<file path="src/greedy_shift_reduce_recognizer_top_defines.svh">
// Assertion macros shared by the recognizer RTL.
`ifndef GREEDY_SHIFT_REDUCE_RECOGNIZER_TOP_DEFINES_SVH
`define GREEDY_SHIFT_REDUCE_RECOGNIZER_TOP_DEFINES_SVH

// Property checked at every rising clock edge outside reset.
`define GSR_ASSERT(lbl, prop, msg) \
    lbl: assert property (@(posedge clk) disable iff (!rst_n) (prop)) \
        else $error(msg);

// Condition that must never be seen outside reset.
`define GSR_NEVER(lbl, cond, msg) \
    lbl: assert property (@(posedge clk) disable iff (!rst_n) !(cond)) \
        else $error(msg);

`endif

</file>
<file path="src/gsr_pkg.sv">
// Package: constants, symbol codes and control types of the recognizer.
package gsr_pkg;

    localparam int STACK_DEPTH = 128;
    localparam int DEPTH_W     = $clog2(STACK_DEPTH + 1);

    localparam logic [7:0] SYM_I      = 8'h69;
    localparam logic [7:0] SYM_E      = 8'h45;
    localparam logic [7:0] SYM_LPAREN = 8'h28;
    localparam logic [7:0] SYM_RPAREN = 8'h29;
    localparam logic [7:0] SYM_PLUS   = 8'h2B;
    localparam logic [7:0] SYM_MINUS  = 8'h2D;
    localparam logic [7:0] SYM_STAR   = 8'h2A;
    localparam logic [7:0] SYM_SLASH  = 8'h2F;

    // Per-cell command: keep, take from the cell above, take from two below, load E
    typedef enum logic [1:0] {
        CELL_HOLD   = 2'd0,
        CELL_PUSH   = 2'd1,
        CELL_POP2   = 2'd2,
        CELL_LOAD_E = 2'd3
    } cell_cmd_t;

    typedef enum logic [1:0] {
        ST_IDLE   = 2'b01,
        ST_REDUCE = 2'b10
    } state_t;

    function automatic logic is_operator(input logic [7:0] s);
        return (s == SYM_PLUS) || (s == SYM_MINUS) || (s == SYM_STAR) || (s == SYM_SLASH);
    endfunction

endpackage

</file>
<file path="src/gsr_if.sv">
// Request channel interfaces: input characters and recognizer results.
interface gsr_in_if;
    logic       valid;
    logic       ready;
    logic [7:0] symbol;
    logic       last_of_string;

    modport source (output valid, output symbol, output last_of_string, input ready);
    modport sink   (input valid, input symbol, input last_of_string, output ready);
endinterface

interface gsr_out_if;
    logic       valid;
    logic       ready;
    logic       accepted;
    logic [1:0] reductions_made;
    logic [7:0] stack_depth;
    logic [7:0] top_symbol;
    logic       overflow;

    modport source (output valid, output accepted, output reductions_made,
                    output stack_depth, output top_symbol, output overflow,
                    input ready);
    modport sink   (input valid, input accepted, input reductions_made,
                    input stack_depth, input top_symbol, input overflow,
                    output ready);
endinterface

</file>
<file path="src/greedy_shift_reduce_recognizer_top.sv">
// Greedy shift-reduce expression recognizer: a row of stack cells with top-of-stack control.
//
// One request carries one character. The stack is a row of STACK_DEPTH cells, top
// in cell 0; a push shifts every cell down one place, and a three-symbol reduction
// shifts every cell up two places while the top cell loads E. The request is pushed
// in the cycle it is accepted, or dropped with overflow set if the stack is full;
// then one reduction is applied per cycle until none matches the three top cells,
// and the result is loaded into the output register once that register is free.
// The next character is accepted while a result still waits in the output register.
// The item marked last clears depth and overflow once its result is loaded.
`include "greedy_shift_reduce_recognizer_top_defines.svh"

module greedy_shift_reduce_recognizer_top (
    input  logic clk,
    input  logic rst_n,
    gsr_in_if.sink    req_ch,
    gsr_out_if.source res_ch
);

    localparam int N = gsr_pkg::STACK_DEPTH;
    localparam int W = gsr_pkg::DEPTH_W;

    gsr_pkg::state_t    state_reg, state_next;
    logic [W-1:0]       depth_reg, depth_next;
    logic               ovf_reg, ovf_next;
    logic               last_reg, last_next;
    logic [1:0]         count_reg, count_next;

    logic               out_valid_reg, out_valid_next;
    logic               out_acc_reg, out_acc_next;
    logic [1:0]         out_red_reg, out_red_next;
    logic [7:0]         out_depth_reg, out_depth_next;
    logic [7:0]         out_top_reg, out_top_next;
    logic               out_ovf_reg, out_ovf_next;

    logic [7:0]         cell_val [N];
    gsr_pkg::cell_cmd_t top_cmd, rest_cmd;

    logic in_fire, full, rule_i, rule_3, rule_any, finish;

    assign req_ch.ready = (state_reg == gsr_pkg::ST_IDLE);
    assign in_fire      = req_ch.valid && req_ch.ready;
    assign full         = (depth_reg >= W'(N));

    // reduction rules seen on the three top cells
    always_comb
    begin
        rule_i = (depth_reg >= W'(1)) && (cell_val[0] == gsr_pkg::SYM_I);
        rule_3 = (depth_reg >= W'(3)) &&
                 (((cell_val[2] == gsr_pkg::SYM_LPAREN) && (cell_val[1] == gsr_pkg::SYM_E) &&
                   (cell_val[0] == gsr_pkg::SYM_RPAREN)) ||
                  ((cell_val[2] == gsr_pkg::SYM_E) && (cell_val[0] == gsr_pkg::SYM_E) &&
                   gsr_pkg::is_operator(cell_val[1])));
        rule_any = rule_i || rule_3;
    end

    assign finish = (state_reg == gsr_pkg::ST_REDUCE) && !rule_any &&
                    (!out_valid_reg || res_ch.ready);

    // cell commands
    always_comb
    begin
        top_cmd  = gsr_pkg::CELL_HOLD;
        rest_cmd = gsr_pkg::CELL_HOLD;
        if (in_fire && !full)
        begin
            top_cmd  = gsr_pkg::CELL_PUSH;
            rest_cmd = gsr_pkg::CELL_PUSH;
        end
        else if (state_reg == gsr_pkg::ST_REDUCE)
        begin
            if (rule_i)
            begin
                top_cmd = gsr_pkg::CELL_LOAD_E;
            end
            else if (rule_3)
            begin
                top_cmd  = gsr_pkg::CELL_LOAD_E;
                rest_cmd = gsr_pkg::CELL_POP2;
            end
        end
    end

    // row of cells
    for (genvar k = 0; k < N; k++)
    begin : g_cell
        logic [7:0]         above, below;
        gsr_pkg::cell_cmd_t cmd;

        if (k == 0)
        begin : g_top
            assign above = req_ch.symbol;
            assign cmd   = top_cmd;
        end
        else
        begin : g_mid
            assign above = cell_val[k-1];
            assign cmd   = rest_cmd;
        end

        if (k + 2 < N)
        begin : g_low
            assign below = cell_val[k+2];
        end
        else
        begin : g_end
            assign below = cell_val[k];
        end

        gsr_cell u_cell (
            .clk        (clk),
            .cmd        (cmd),
            .from_above (above),
            .from_below (below),
            .value      (cell_val[k])
        );
    end

    // control and result
    always_comb
    begin
        state_next     = state_reg;
        depth_next     = depth_reg;
        ovf_next       = ovf_reg;
        last_next      = last_reg;
        count_next     = count_reg;
        out_valid_next = out_valid_reg && !res_ch.ready;
        out_acc_next   = out_acc_reg;
        out_red_next   = out_red_reg;
        out_depth_next = out_depth_reg;
        out_top_next   = out_top_reg;
        out_ovf_next   = out_ovf_reg;

        case (state_reg)
            gsr_pkg::ST_IDLE:
            begin
                if (in_fire)
                begin
                    last_next  = req_ch.last_of_string;
                    count_next = 2'd0;
                    if (full)
                        ovf_next = 1'b1;
                    else
                        depth_next = depth_reg + W'(1);
                    state_next = gsr_pkg::ST_REDUCE;
                end
            end
            gsr_pkg::ST_REDUCE:
            begin
                if (rule_any)
                begin
                    if (count_reg != 2'd3)
                        count_next = count_reg + 2'd1;
                    if (rule_3)
                        depth_next = depth_reg - W'(2);
                end
                else if (finish)
                begin
                    out_valid_next = 1'b1;
                    out_acc_next   = (depth_reg == W'(1)) &&
                                     (cell_val[0] == gsr_pkg::SYM_E) && !ovf_reg;
                    out_red_next   = count_reg;
                    out_depth_next = 8'(depth_reg);
                    out_top_next   = (depth_reg == '0) ? 8'd0 : cell_val[0];
                    out_ovf_next   = ovf_reg;
                    if (last_reg)
                    begin
                        depth_next = '0;
                        ovf_next   = 1'b0;
                    end
                    state_next = gsr_pkg::ST_IDLE;
                end
            end
            default:
            begin
                state_next = gsr_pkg::ST_IDLE;
            end
        endcase
    end

    // control registers
    always_ff @(posedge clk or negedge rst_n)
    begin
        if (!rst_n)
        begin
            state_reg     <= gsr_pkg::ST_IDLE;
            depth_reg     <= '0;
            ovf_reg       <= 1'b0;
            out_valid_reg <= 1'b0;
        end
        else
        begin
            state_reg     <= state_next;
            depth_reg     <= depth_next;
            ovf_reg       <= ovf_next;
            out_valid_reg <= out_valid_next;
        end
    end

    // payload registers
    always_ff @(posedge clk)
    begin
        last_reg      <= last_next;
        count_reg     <= count_next;
        out_acc_reg   <= out_acc_next;
        out_red_reg   <= out_red_next;
        out_depth_reg <= out_depth_next;
        out_top_reg   <= out_top_next;
        out_ovf_reg   <= out_ovf_next;
    end

    assign res_ch.valid           = out_valid_reg;
    assign res_ch.accepted        = out_acc_reg;
    assign res_ch.reductions_made = out_red_reg;
    assign res_ch.stack_depth     = out_depth_reg;
    assign res_ch.top_symbol      = out_top_reg;
    assign res_ch.overflow        = out_ovf_reg;

    // checks
    `GSR_NEVER(a_depth_bound, depth_reg > W'(N), "stack depth above capacity")
    `GSR_ASSERT(a_fire_reduce, in_fire |=> (state_reg == gsr_pkg::ST_REDUCE),
                "accepted request did not start reduction")
    `GSR_ASSERT(a_reduce_shrinks,
                ((state_reg == gsr_pkg::ST_REDUCE) && rule_any) |=> (depth_reg <= $past(depth_reg)),
                "reduction grew the stack")
    `GSR_ASSERT(a_accept_flags, (out_valid_reg && out_acc_reg) |-> (!out_ovf_reg &&
                (out_depth_reg == 8'd1) && (out_top_reg == gsr_pkg::SYM_E)),
                "accepted result inconsistent")

endmodule

</file>
<file path="src/gsr_cell.sv">
// One stack cell: holds one symbol, shifts down on push, up by two on reduce, or loads E.
module gsr_cell (
    input  logic              clk,
    input  gsr_pkg::cell_cmd_t cmd,
    input  logic [7:0]        from_above,
    input  logic [7:0]        from_below,
    output logic [7:0]        value
);

    logic [7:0] sym_reg;
    logic [7:0] sym_next;

    // next symbol by command
    always_comb
    begin
        case (cmd)
            gsr_pkg::CELL_HOLD:   sym_next = sym_reg;
            gsr_pkg::CELL_PUSH:   sym_next = from_above;
            gsr_pkg::CELL_POP2:   sym_next = from_below;
            gsr_pkg::CELL_LOAD_E: sym_next = gsr_pkg::SYM_E;
            default:              sym_next = sym_reg;
        endcase
    end

    // payload only, no reset
    always_ff @(posedge clk)
    begin
        sym_reg <= sym_next;
    end

    assign value = sym_reg;

endmodule

</file>
<file path="src/flat_wrapper.sv">
// flat-port wrapper written by rule: the top's interface ports become plain ports
module greedy_shift_reduce_recognizer_top_flat 
  (clk, rst_n, req_ch_valid, req_ch_symbol, req_ch_last_of_string, req_ch_ready, res_ch_valid, res_ch_accepted, res_ch_reductions_made, res_ch_stack_depth, res_ch_top_symbol, res_ch_overflow, res_ch_ready);
  gsr_in_if req_ch_i ();
  gsr_out_if res_ch_i ();
  input  logic clk;
  input  logic rst_n;
  input wire logic [$bits(req_ch_i.valid)-1:0] req_ch_valid;
  input wire logic [$bits(req_ch_i.symbol)-1:0] req_ch_symbol;
  input wire logic [$bits(req_ch_i.last_of_string)-1:0] req_ch_last_of_string;
  output wire logic [$bits(req_ch_i.ready)-1:0] req_ch_ready;
  output wire logic [$bits(res_ch_i.valid)-1:0] res_ch_valid;
  output wire logic [$bits(res_ch_i.accepted)-1:0] res_ch_accepted;
  output wire logic [$bits(res_ch_i.reductions_made)-1:0] res_ch_reductions_made;
  output wire logic [$bits(res_ch_i.stack_depth)-1:0] res_ch_stack_depth;
  output wire logic [$bits(res_ch_i.top_symbol)-1:0] res_ch_top_symbol;
  output wire logic [$bits(res_ch_i.overflow)-1:0] res_ch_overflow;
  input wire logic [$bits(res_ch_i.ready)-1:0] res_ch_ready;
  assign req_ch_i.valid = req_ch_valid;
  assign req_ch_i.symbol = req_ch_symbol;
  assign req_ch_i.last_of_string = req_ch_last_of_string;
  assign req_ch_ready = req_ch_i.ready;
  assign res_ch_valid = res_ch_i.valid;
  assign res_ch_accepted = res_ch_i.accepted;
  assign res_ch_reductions_made = res_ch_i.reductions_made;
  assign res_ch_stack_depth = res_ch_i.stack_depth;
  assign res_ch_top_symbol = res_ch_i.top_symbol;
  assign res_ch_overflow = res_ch_i.overflow;
  assign res_ch_i.ready = res_ch_ready;
  greedy_shift_reduce_recognizer_top u_core (.clk(clk), .rst_n(rst_n), .req_ch(req_ch_i), .res_ch(res_ch_i));
endmodule
</file>
<file path="config.mk">
export PLATFORM = sky130hd
export DESIGN_NAME = greedy_shift_reduce_recognizer_top_flat
export DESIGN_NICKNAME = d
export VERILOG_FILES = /design/src/gsr_pkg.sv /design/src/gsr_if.sv /design/src/greedy_shift_reduce_recognizer_top.sv /design/src/gsr_cell.sv /design/src/flat_wrapper.sv
export VERILOG_INCLUDE_DIRS = /design/src /design/src/src
export SDC_FILE = /design/constraint.sdc
export NUM_CORES = 2
export LEC_CHECK = 0
export CORE_AREA = 4 4 287 289
export DETAILED_ROUTE_END_ITERATION = 16
export DIE_AREA = 0 0 291 293
export DONT_BUFFER_PORTS = 1
export PLACE_DENSITY = 0.83
export SLEW_MARGIN = 5
export SYNTH_ARGS = -nofsm -noshare
export SYNTH_HDL_FRONTEND = slang
export SYNTH_SLANG_ARGS = --single-unit
export TNS_END_PERCENT = 50
</file>
<file path="constraint.sdc">
create_clock -name clk -period 23 [get_ports clk]
set_input_delay 1.15 -clock clk [delete_from_list [all_inputs] [get_ports clk]]
set_output_delay 1.15 -clock clk [all_outputs]
set_load 0.005 [all_outputs]
</file>
# --- After elaboration in Yosys (flattened, before gate mapping) ---
# Index checks and enable logic that the tools add are counted.
word_totals:
  register_bits: 1059
  out_inout_bits: 22
  in_bits: 13
classes:
  add_sub_neg: 3
  order_cmp: 3
  bitwise: 1
  reduce_logical: 35
  n_mux: 160
  eq_ne: 31
op_table:
  columns: ["cell", "n"]
  rows:
  - ["8-bit one-hot mux with 3 select lines", 126]
  - ["8-bit by 6-bit == test with 1-bit output, second input constant", 6]
  - ["8-bit two-way mux", 6]
  - ["8-bit one-hot mux with 2 select lines", 3]
  - ["8-bit by 7-bit == test with 1-bit output, second input constant", 4]
  - ["2-bit two-way mux", 14]
  - ["1-bit logical AND", 13]
  - ["2-bit inequality test, second input constant", 6]
  - ["6-bit AND reduction", 2]
  - ["2-bit == test, second input constant", 5]
  - ["8-bit by 1-bit adder with 8-bit output, second input constant", 1]
  - ["8-bit by 1-bit == test with 1-bit output, second input constant", 1]
  - ["8-bit by 1-bit greater-or-equal comparator with 1-bit output, second input constant", 1]
  - ["8-bit by 2-bit greater-or-equal comparator with 1-bit output, second input constant", 1]
  - ["8-bit greater-or-equal comparator, second input constant", 1]
  - ["8-bit logical NOT", 1]
  - ["1-bit two-way mux", 8]
  - ["2-bit one-hot mux with 2 select lines", 2]
  - ["8-bit by 2-bit subtractor with 8-bit output, second input constant", 1]
  - ["2-bit by 1-bit == test with 1-bit output, second input constant", 3]
  - ["1-bit logical OR", 6]
  - ["2-bit by 1-bit inequality test with 1-bit output, second input constant", 3]
  - ["3-bit by 1-bit inequality test with 1-bit output, second input constant", 2]
  - ["3-bit AND reduction", 2]
  - ["other kinds (10)", 15]

# --- Logic depth before layout (Yosys ltp) ---
depth:
  depth_word: 14
  ltp_mapped: 13
  ltp_nobuf: 9

# --- Modules after synthesis ---
# From an unflattened synthesis, not the netlist that was laid out.
hier_totals:
  cells_unflattened: 2819
  area_unflattened_um2: 45278.4
modules_own_cells:
  columns: ["module", "cells_per_inst", "n_inst", "seq_area_each_um2", "area_per_inst_um2"]
  rows:
  - ["gsr_cell (u_core.g_cell[0].u_cell ...)", 20, 120, 240.2, 336.6]
  - ["gsr_cell (u_core.g_cell[93].u_cell ...)", 29, 8, 240.2, 365.4]
  - ["greedy_shift_reduce_recognizer_top", 187, 1, 992.2, 1966.9]

# --- Worst setup path after synthesis ---
# Ideal clock, no wire load.
synth_timing:
  kind: "flip-flop to flip-flop"
  startpoint: "reg u_core.depth_reg[3]"
  endpoint: "reg u_core.g_cell[100].u_cell.sym_reg[0], enable pin"
  setup_time_ns: 6.966
  t_arrival_ns: 17.514
  setup_slack_ns: -1.480
  stages_incl_launch_ff: 7
  path_cell_list: "dfrtp_1 buf_2 nor4_2 nand2_1 o211a_1 nand4_1 nand2_1"
synth_via:
  elab_chain_len: 7
  elab_cells_between_ends: 12
synth_rtl:
  columns: ["element", "line_no", "source"]
  rows:
  - ["from (decl)", "greedy_shift_reduce_recognizer_top.sv:24", "logic [W-1:0] depth_reg, depth_next;"]
  - ["from (signal assigned)", "greedy_shift_reduce_recognizer_top.sv:194", "depth_reg <= depth_next;"]
  - ["8-bit by 2-bit greater-or-equal comparator with 1-bit output", "greedy_shift_reduce_recognizer_top.sv:49", "rule_3 = (depth_reg >= W'(3)) &&"]
  - ["1-bit logical AND", "greedy_shift_reduce_recognizer_top.sv:49", null]
  - ["2-bit two-way mux", "greedy_shift_reduce_recognizer_top.sv:76", "else if (rule_3)"]
  - ["2-bit two-way mux", "greedy_shift_reduce_recognizer_top.sv:72", "if (rule_i)"]
  - ["2-bit two-way mux", "greedy_shift_reduce_recognizer_top.sv:70", "else if (state_reg == gsr_pkg::ST_REDUCE)"]
  - ["2-bit two-way mux *", "greedy_shift_reduce_recognizer_top.sv:65", "if (in_fire && !full)"]
  - ["2-bit logical NOT *", "gsr_cell.sv:16", "case (cmd)"]
  - ["to (signal assigned)", "gsr_cell.sv:28", "sym_reg <= sym_next;"]
  - ["to (decl)", "gsr_cell.sv:10", "logic [7:0] sym_reg;"]
# Every way passes the cells marked *; elsewhere a longest branch is shown, timed or not.
# A chain may end at the register's enable or synchronous reset.

# --- Worst setup path after layout ---
layout_timing:
  startpoint: "reg u_core.state_reg[0]"
  endpoint: "reg u_core.g_cell[36].u_cell.sym_reg[0], data pin"
layout_via:
  elab_chain_len: 6
  elab_cells_between_ends: 10
layout_rtl:
  columns: ["element", "line_no", "source"]
  rows:
  - ["from (decl)", "greedy_shift_reduce_recognizer_top.sv:23", "gsr_pkg::state_t state_reg, state_next;"]
  - ["from (signal assigned)", "greedy_shift_reduce_recognizer_top.sv:186", "state_reg <= gsr_pkg::ST_IDLE;"]
  - ["from (signal assigned)", "greedy_shift_reduce_recognizer_top.sv:193", "state_reg <= state_next;"]
  - ["2-bit by 1-bit == test with 1-bit output *", "greedy_shift_reduce_recognizer_top.sv:41", "assign req_ch.ready = (state_reg == gsr_pkg::ST_IDLE);"]
  - ["net req_ch_ready", "flat_wrapper.sv:11", "output wire logic [$bits(req_ch_i.ready)-1:0] req_ch_ready;"]
  - ["1-bit logical AND *", "greedy_shift_reduce_recognizer_top.sv:42", "assign in_fire = req_ch.valid && req_ch.ready;"]
  - ["1-bit logical AND *", "greedy_shift_reduce_recognizer_top.sv:65", null]
  - ["2-bit two-way mux *", "greedy_shift_reduce_recognizer_top.sv:65", null]
  - ["2-bit == test or 2-bit by 1-bit == test with 1-bit output (tied branches)", "gsr_cell.sv:16", null]
  - ["8-bit one-hot mux with 3 select lines *", "gsr_cell.sv:16", null]
  - ["net u_core.g_cell[36].u_cell.sym_next[0]", "gsr_cell.sv:11", "logic [7:0] sym_next;"]
  - ["to (signal assigned)", "gsr_cell.sv:28", null]
  - ["to (decl)", "gsr_cell.sv:10", null]
# The timed path passes the listed nets; every way through them passes the cells marked *.

==> run_results.csv <==
group,metric,value,unit
floorplan,ioPinCount,35,
route,first_iter_violations,3078,
route,wire_per_inst,14.0,µm
logic_synthesis,synth_cell_types,51,
placement,hpwl,41.3,mm
clock_network,cts.sinks,1059,
route,wirelength,76.4,mm
finish,fin_area,48900,µm²
sta,setup_slack,16100,ps
job,drv_cap,0,
sta,rsz0062_at_grt,"false",
floorplan,initial_core_util,57.3,%
floorplan,dieHeight,293,µm
worst_setup_path,r2r_end,"u_core.g_cell[36].u_cell.value[0]$_DFFE_PP_",
placement,place.gp.congestion,0.818,
clock_network,cts_tree,"yes",
logic_synthesis,yosysMostFrequentCell,"nand2_1",
finish,drive_gt1_share,3.95,%
worst_setup_path,rrSetupSlack,16100,ps
pwr,p_leak,20.2,nW
logic_synthesis,ys_seq_area_share,69.3,%
sta,tns,0,ps
finish,stdcell_count,5468,
floorplan,die-area,85300,µm²
sta,min_period,6900,ps
placement,place_inst,5280,
worst_setup_path,required,23530,ps
clock_network,clock_latency,670,ps
sta,worstMarginPinSlew,1350,ps
worst_setup_path,r2r_cells,12,
hold_path,hp-class,"input pin to async pin",
route,avgViaCountPerCell,5.24,
pwr,p_int,3.50,mW
logic_synthesis,netlist_area,45800,µm²
global_route,grt_pass1_vias,26800,
sta,fin_crit_sh,30.0,%
pwr,switchingPower,1.10,mW
pwr,pwr-share-comb,7.9,%
pwr,pwr_density_cell,94.1,nW/µm²
finish,area_growth,6.67,%
logic_synthesis,synthTopCellsByCount,"nand2_1 (2991), edfxtp_1 (1047), buf_2 (123), buf_6 (98), clkbuf_1 (23)",
pwr,seqPwrFrac,56.7,%
logic_synthesis,synth_ff_type,"edfxtp_1",
global_route,grt_max_degree,251,
clock_network,cts.path.max_buffers,3,
logic_synthesis,synth_seq_cells,1059,
worst_setup_path,critPathArrivalTime,7430,ps
global_route,grt-ovfl-total,0,
route,route.antenna.remaining_nets,0,
worst_setup_path,worstSetupStartpointType,"flip-flop",
pwr,netSwitchingFraction,23.9,%
clock_network,cts_htree_levels,3,
global_route,grtUsageTotal,17.4,%
floorplan,core,79900,µm²
logic_synthesis,netlist_instances,4440,
run_status,status,"finished, final reports clean",
placement,place_ws,15900,ps
clock_network,post_cts_resized,0,
pwr,clkPwrFrac,35.4,%
logic_synthesis,ys_warn_count,0,
finish,diodes,0,
pwr,vdd_drop_max,0.0000659,V
clock_network,cts_root_buffer,"clkbuf_16",
clock_network,cts_setup_buffers,0,
sta,finalSetupViolCount,0,
route,first_pass_iters,5,
logic_synthesis,postSynthNetCount,4462,
worst_setup_path,cp-end-kind,"flip-flop",
finish,largest_reg_flops,1024,
logic_synthesis,syn_area_per_cell,10.3,µm²
worst_setup_path,rr_startpoint,"u_core.state_reg[0]$_DFFE_PN1P_",
route,drc_errors,0,
floorplan,num_rows,104,
sta,maxSlewHeadroom,9.82,%
finish,nNetsFinal,4349,
worst_setup_path,path_max_fanout,118,
clock_network,hold_buffers,0,
logic_synthesis,synth_area_leaders,"edfxtp_1 (69%), nand2_1 (25%), buf_6 (2.4%)",
placement,placed_cell_area,45600,µm²
logic_synthesis,synth_largest_area_cell,"edfxtp_1",
floorplan,die_x,291,µm
sta,finalMaxSlewViolations,0,
logic_synthesis,async_flop_share,1.13,%
worst_setup_path,critPathKind,"flip-flop to flip-flop",
sta,hold_violations,0,
route,vias,28700,
sta,skew,26.3,ps
global_route,antenna_found_initial,0,
sta,timing.fmax,145,MHz
clock_network,numCtsBuffers,105,
clock_network,clkTransAtPathRegs,60,ps
logic_synthesis,synth_edf_count,1047,
logic_synthesis,synth.top_cell.area_share,68.6,%
global_route,grt_pass1_wl,127,mm
placement,io_buffers,0,
[worst max-delay path: stages (launching register included)]
cell	delay, ps
dfstp_2	540
ha_1	370
nand2_1	130
inv_1	110
nand2_1	220
inv_1	740
or3_4	810
buf_4	800
buf_4	880
buf_4	970
buf_4	820
nand2_1	160
nand2_1	90
[layer usage]
layer | part of all wire, % | GRT usage (%) | routed length [µm]
met2 | 48 | 27.5 | 36500
met3 | 4.2 | 2.74 | 3190
met1 | 46 | 25.5 | 35100
met5 | 0 | 0 | 0
met4 | 2.1 | 4.63 | 1600
[cell usage in the layout (no fill, tap or decap), types with 3 or more instances in the layout]
cell type / Yosys / routed
nand2_1: 2991 / 2990
edfxtp_1: 1047 / 1047
clkbuf_16: 0 / 107
clkbuf_1: 23 / 28
clkinv_1: 0 / 24
buf_4: 0 / 20
and2_1: 16 / 16
inv_1: 12 / 12
clkinv_2: 0 / 12
o21ai_0: 11 / 11
dfrtp_1: 11 / 11
a21o_1: 9 / 9
nand2b_1: 9 / 9
ha_1: 9 / 9
nor2_1: 8 / 8
a21oi_1: 8 / 8
nand3_1: 7 / 7
clkbuf_8: 0 / 6
nand4_1: 5 / 5
xnor2_1: 5 / 5
bufinv_16: 0 / 5
buf_12: 0 / 5
nor3_1: 4 / 3
nor2b_1: 3 / 3
clkinv_8: 0 / 3
[stage by stage]
step,total power [mW],utilization [%],hold slack [ps]
after floorplan,3.07,-,420
after global placement,2.98,57.1,430
after detailed placement,3.00,57.1,437
after CTS,4.64,61.2,140
after global routing,4.80,61.2,138
final,4.60,61.2,179
[cell families after synthesis]
| kind of cell | synth area share, % |
|---|---|
| compound gates | 0.830 |
| xor+xnor | 0.0956 |
| fa+ha+maj | 0.246 |
| buf+inv | 4.05 |
| flops | 69.3 |
| mux | 0.0437 |
| simple gates | 25.4 |
[worst max path at each step]
stage	start	endpoint	slack (ps)	depth (start not counted)
final	u_core.state_reg[0]$_DFFE_PN1P_	u_core.g_cell[36].u_cell.value[0]$_DFFE_PP_	16100	12
after global routing	u_core.state_reg[0]$_DFFE_PN1P_	u_core.g_cell[29].u_cell.value[6]$_DFFE_PP_	15410	12
after CTS	u_core.state_reg[0]$_DFFE_PN1P_	u_core.g_cell[10].u_cell.value[6]$_DFFE_PP_	16060	12
after detailed placement	req_ch_valid	u_core.g_cell[29].u_cell.value[6]$_DFFE_PP_	15900	11
after global placement	req_ch_valid	u_core.g_cell[52].u_cell.value[2]$_DFFE_PP_	16010	11
after floorplan	req_ch_valid	u_core.g_cell[100].u_cell.value[0]$_DFFE_PP_	8840	4
[power groups by stage]
| stage | registers [mW] | clock network [mW] | logic, mW |
|---|---|---|---|
| 4_1_cts | 2.61 | 1.67 | 0.368 |
| 5_1_grt | 2.63 | 1.74 | 0.420 |
| 3_5_place_dp | 2.64 | 0 | 0.364 |
| 6_report | 2.61 | 1.63 | 0.364 |
| 3_3_place_gp | 2.63 | 0 | 0.345 |
| 2_1_floorplan | 2.79 | 0 | 0.281 |
[layout make-up]
class	instances	area, µm²
Timing Repair Buffer	25	250
Multi-Input combinational cell	3124	12200
Fill cell	6124	31000
Sequential cell	1059	31700
Clock inverter	47	395
Tap cell	1060	1330
Clock buffer	141	2870
Inverter	12	45.0
(Power assumes the default switching activity.)
